$ cat config.mk
export PLATFORM = sky130hd
export DESIGN_NAME = pps_queue
export DESIGN_NICKNAME = d
export VERILOG_FILES = /design/src/sv/pps_pkg.sv /design/src/sv/pps_queue.sv
export SDC_FILE = /design/constraint.sdc
export NUM_CORES = 1
export LEC_CHECK = 0
export BUFFER_PORTS_ARGS = -buffer_cell sky130_fd_sc_hd__buf_4
export CORE_MARGIN = 8
export CORE_UTILIZATION = 48
export DETAILED_ROUTE_END_ITERATION = 8
export HOLD_SLACK_MARGIN = 0.06
export PLACE_DENSITY = 0.78
export SYNTH_ARGS = -nofsm -noshare
export SYNTH_HDL_FRONTEND = slang
export SYNTH_SLANG_ARGS = --single-unit
$ cat constraint.sdc
create_clock -name i_clk -period 1.2 [get_ports i_clk]
set_input_delay 0.24 -clock i_clk [delete_from_list [all_inputs] [get_ports i_clk]]
set_output_delay 0.24 -clock i_clk [all_outputs]
set_load 0.02 [all_outputs]
$ cat src/sv/pps_pkg.sv
// Shared types, constants and grading functions for the pulse-spacing grader.
`default_nettype none

package pps_pkg;

    localparam int unsigned CFG_W       = 32;
    localparam int unsigned GAP_W       = 32;
    localparam int unsigned CFG_INDEX_W = 3;
    localparam int unsigned ARRIVAL_W   = 48;
    localparam int unsigned PIXEL_W     = 5;
    localparam int unsigned OUT_COUNT_W = 32;
    localparam int unsigned GRADE_W     = 3;
    localparam int unsigned QUEUE_DEPTH = 2;

    localparam logic [GAP_W-1:0] INITIAL_GAP = 32'd12288;
    localparam logic [GAP_W-1:0] GAP_MAX     = 32'hFFFF_FFFF;

    localparam logic [CFG_W-1:0] RST_LOW_MID   = 32'd446;
    localparam logic [CFG_W-1:0] RST_MID_HI    = 32'd1757;
    localparam logic [CFG_W-1:0] RST_SECONDARY = 32'd1757;
    localparam logic [CFG_W-1:0] RST_ASSUMED   = 32'd12288;

    localparam logic [CFG_INDEX_W-1:0] CFG_LOW_MID   = 3'd0;
    localparam logic [CFG_INDEX_W-1:0] CFG_MID_HI    = 3'd1;
    localparam logic [CFG_INDEX_W-1:0] CFG_SECONDARY = 3'd2;
    localparam logic [CFG_INDEX_W-1:0] CFG_ASSUMED   = 3'd3;

    // pixels that are treated as off-pixel
    localparam logic [PIXEL_W-1:0] PIX_SKIP_A = 5'd2;
    localparam logic [PIXEL_W-1:0] PIX_SKIP_B = 5'd3;

    typedef enum logic [GRADE_W-1:0] {
        GR_H  = 3'd0,
        GR_M  = 3'd1,
        GR_MS = 3'd2,
        GR_L  = 3'd3,
        GR_LS = 3'd4,
        GR_S  = 3'd5
    } t_grade;

    typedef struct packed {
        logic [CFG_W-1:0] low_mid_gap;
        logic [CFG_W-1:0] mid_hi_gap;
        logic [CFG_W-1:0] secondary_gap;
        logic [CFG_W-1:0] assumed_next_gap;
    } t_cfg;

    // which counters an event of a given grade lands in
    typedef struct packed {
        logic hires;
        logic hires_mp;
        logic mid_sec;
        logic low;
    } t_class;

    function automatic t_grade grade_of(input logic [GAP_W-1:0] tb,
                                        input logic [GAP_W-1:0] ta,
                                        input t_cfg cfg);
        logic   low;
        logic   mid;
        logic   sec;
        t_grade g;
        low = (tb < cfg.low_mid_gap) || (ta < cfg.low_mid_gap);
        mid = (tb < cfg.mid_hi_gap) || (ta < cfg.mid_hi_gap);
        sec = tb < cfg.secondary_gap;
        if (low) begin
            g = sec ? GR_LS : GR_L;
        end else if (mid) begin
            g = sec ? GR_MS : GR_M;
        end else begin
            g = sec ? GR_S : GR_H;
        end
        return g;
    endfunction

    function automatic t_class class_of(input logic [GRADE_W-1:0] g);
        t_class c;
        c = '0;
        case (g)
            GR_H: begin
                c.hires    = 1'b1;
                c.hires_mp = 1'b1;
            end
            GR_M:  c.hires_mp = 1'b1;
            GR_MS: c.mid_sec  = 1'b1;
            default: c.low = 1'b1;
        endcase
        return c;
    endfunction

endpackage

`default_nettype wire

$ cat src/sv/pps_queue.sv
// Short item queue between the front end and the grading engine.
`default_nettype none

module pps_queue #(
    parameter int WIDTH = 8
) (
    input  wire logic             i_clk,
    input  wire logic             i_rst_n,
    input  wire logic             i_push,
    input  wire logic [WIDTH-1:0] i_data,
    input  wire logic             i_pop,
    output logic [WIDTH-1:0]      o_data,
    output logic                  o_not_empty,
    output logic                  o_full
);

    localparam int AW = $clog2(pps_pkg::QUEUE_DEPTH);
    localparam int CW = AW + 1;

    logic [WIDTH-1:0] r_data [pps_pkg::QUEUE_DEPTH];
    logic [AW-1:0]    r_wr_ptr;
    logic [AW-1:0]    r_rd_ptr;
    logic [CW-1:0]    r_count;
    logic [AW-1:0]    n_wr_ptr;
    logic [AW-1:0]    n_rd_ptr;

    assign o_data      = r_data[r_rd_ptr];
    assign o_not_empty = (r_count != '0);
    assign o_full      = (r_count == CW'(pps_pkg::QUEUE_DEPTH));

    assign n_wr_ptr = (r_wr_ptr == AW'(pps_pkg::QUEUE_DEPTH - 1)) ? '0 : r_wr_ptr + 1'b1;
    assign n_rd_ptr = (r_rd_ptr == AW'(pps_pkg::QUEUE_DEPTH - 1)) ? '0 : r_rd_ptr + 1'b1;

    always_ff @(posedge i_clk) begin
        if (i_push) begin
            r_data[r_wr_ptr] <= i_data;
        end
    end

    always_ff @(posedge i_clk) begin
        if (!i_rst_n) begin
            r_wr_ptr <= '0;
            r_rd_ptr <= '0;
            r_count  <= '0;
        end else begin
            if (i_push) begin
                r_wr_ptr <= n_wr_ptr;
            end
            if (i_pop) begin
                r_rd_ptr <= n_rd_ptr;
            end
            case ({i_push, i_pop})
                2'b10:   r_count <= r_count + 1'b1;
                2'b01:   r_count <= r_count - 1'b1;
                default: r_count <= r_count;
            endcase
        end
    end

    a_no_overflow: assert property (@(posedge i_clk) disable iff (!i_rst_n)
        i_push |-> (r_count < CW'(pps_pkg::QUEUE_DEPTH)))
        else $error("item pushed into a full queue");

    a_no_underflow: assert property (@(posedge i_clk) disable iff (!i_rst_n)
        i_pop |-> (r_count != '0))
        else $error("item popped from an empty queue");

endmodule

`default_nettype wire

==> metrics.txt <==
status=complete, but fails checks; failing checks=setup timing; Max Clk Rate=0.6834 GHz; cts hold-fix bufs=0; chip width=56.69 um; Die Area=3213 sq um; CTS Buf Count=3; Tmin final=1.463 ns; CP Max Fanout=4; CTS clk-pin slew, worst paths=0.11 ns; most frequent cells in the layout=buf_4, edfxtp_1, buf_6, mux2_4, and2_1; RePlAce Congestion=0.6491; setup violators final=10; Worst setup SP type=register; H-tree levels=1; clock latency on the worst-skew pair=0.29 ns; IO Port Bufs=21; Avg Vias per Cell=4.937; 1st-pass router iterations=4; number of antenna diodes=0; Final Max Slew Viols=0; GRT Overall Usage=9.249%; initial core utilization=52.13%; Setup WS post-layout=-0.2632 ns; CTS sink cnt=21; fillers=104; Detailed Place HPWL=1.046 mm; number of library cell types mapped by synthesis=17; Die Y-Extent=56.69 um; largest net degree at the start of global routing=12; GRT overflow=0; global-route wire length before repair=2.373 mm; period utilisation layout=121.9%; Slew HR=73.37%; crit end category=primary output; # IOs=22; CP required=0.96 ns; final wirelength=1.446 mm; CTS tree=done; FF-to-FF Start=r_count[1]; power per cell area=1368 nW/um^2; sequential element share of the synthesized area=73.07%; final-report hold violation count=0; DRC errors left=0; yosys warns=0; layout cell share with drive strength beyond 1=56.96%; Post-Layout Inst Area=1135 sq um; commonest non-fill, non-tap cell in the layout=buf_4; DR vias=469; WL/cell=15.22 um; Post-Syn Area per Cell=16.90 sq um; RSZ-0062 raised after global routing=yes; Root Buffer=clkbuf_4; vias in the first global route=564; critical path arrival=1.22 ns; clock buffer depth=2; Hold WC Path Type=in -> reg; placed cell area=1005 sq um; post-route ant nets=0; critical path class=reg -> out; Worst Skew=0.003279 ns; nets=93; post-synthesis net count=60; initial drt markers=5; #FFs+latches synth=21; # Max-Cap Violations=0; Hold Startpoint=i_data[3]; P&R area growth vs syn=42.83%; initial antenna violation count=0; core area=1524 sq um; Worst VDD drop=772.2 uV; Syn Std Cell Area=794.5 sq um; pre-CTS WS=-0.03877 ns; LEAKAGE=0.4780 nW; Slew @ Worst Pin=0.3995 ns; row cnt=14; Post-Syn Instances=47
-- cell type report --
class	instances	area, sq um	area share, %
Clock buffer	4	26.28	2.315
Inverter	1	3.754	0.3308
Multi-Input combinational cell	24	237.7	20.95
Sequential cell	21	584.3	51.49
Tap cell	16	20.02	1.764
Timing Repair Buffer	29	262.8	23.15
-- worst max-delay path: stages (launching register included) --
cell	delay (ns)
dfxtp_2	0.36
buf_6	0.12
mux2_4	0.31
buf_6	0.13
-- report_power, final --
part	switching [W]	internal (W)
clock	0.000203	0.000129
sequential	0.0000186	0.000834
combinational	0.000150	0.000218
total	0.000371	0.00118
-- synth_stat cells --
master    number  area (sq um)
and2b_2        1         8.760
ha_1           1         12.51
xnor2_1        2         17.52
edfxtp_1      16         480.5
nor2b_1        1         6.260
o21ai_0        1         5.000
o21a_1         1         7.510
buf_2          1         5.000
xor2_1         1         8.760
or3_1          1         6.260
mux2_2         8         90.09
a21boi_1       1         7.510
or2_2          1         6.260
inv_1          1         3.750
nor2_1         1         3.750
dfxtp_1        5         100.1
and2_1         4         25.02
-- logic make-up (layout without fill, tap and decap cells) --
group | count (synthesis) | count (layout) | share of synthesized area (%)
AOI/OAI and AO/OA | 3 | 3 | 2.520
xor gates and xnor gates | 3 | 3 | 3.308
adders and majority gates | 1 | 1 | 1.575
buffers and inverters | 2 | 34 | 1.101
DFF | 21 | 21 | 73.07
muxes | 8 | 8 | 11.34
and+or+nand+nor | 9 | 9 | 7.087
-- path summary, 6_finish.rpt --
path | to | slack, ns | cells after the start
worst min register to register | register | 0.59 | 2
worst max-delay path | o_data[4] | -0.26 | 3
worst min-delay path | r_data[1][3] | 0.12 | 1
worst max register to register | r_count[1] | 0.05 | 4
-- stage by stage --
stage / TNS (ns) / utilization [%] / power [W] / hold slack [ns] / instances
6_report: -2.101 / 74.47 / 0.001553 / 0.1219 / 95
2_1_floorplan: 0 / - / 0.001019 / 0.3389 / 47
3_5_place_dp: -0.03877 / 65.93 / 0.001155 / 0.4280 / 88
4_1_cts: -2.133 / 73.97 / 0.001557 / 0.1157 / 94
3_3_place_gp: -0.0003106 / 65.93 / 0.001144 / 0.4249 / 88
5_1_grt: -2.526 / 74.47 / 0.001620 / 0.09630 / 95
-- state kept, by name, indices dropped and copies added (netlist names), named ones only --
name / cells
r_count: 2
r_data: 16
r_rd_ptr: 1
r_wr_ptr: 1
-- layer usage --
layer	part of all wire, %	GRT usage [%]
met5	0	0
met4	0	4.124
met3	3.7	4.045
met2	55	17.08
met1	41	8.355
-- timing repair --
action                                  4_1_cts  5_1_grt
endpoints found under the setup margin       10       10
pin swaps                                     0        1
gates resized for setup                      24        0
endpoints found under the hold margin         0        0
setup buffers                                 2        1
(Power assumes the default switching activity.)
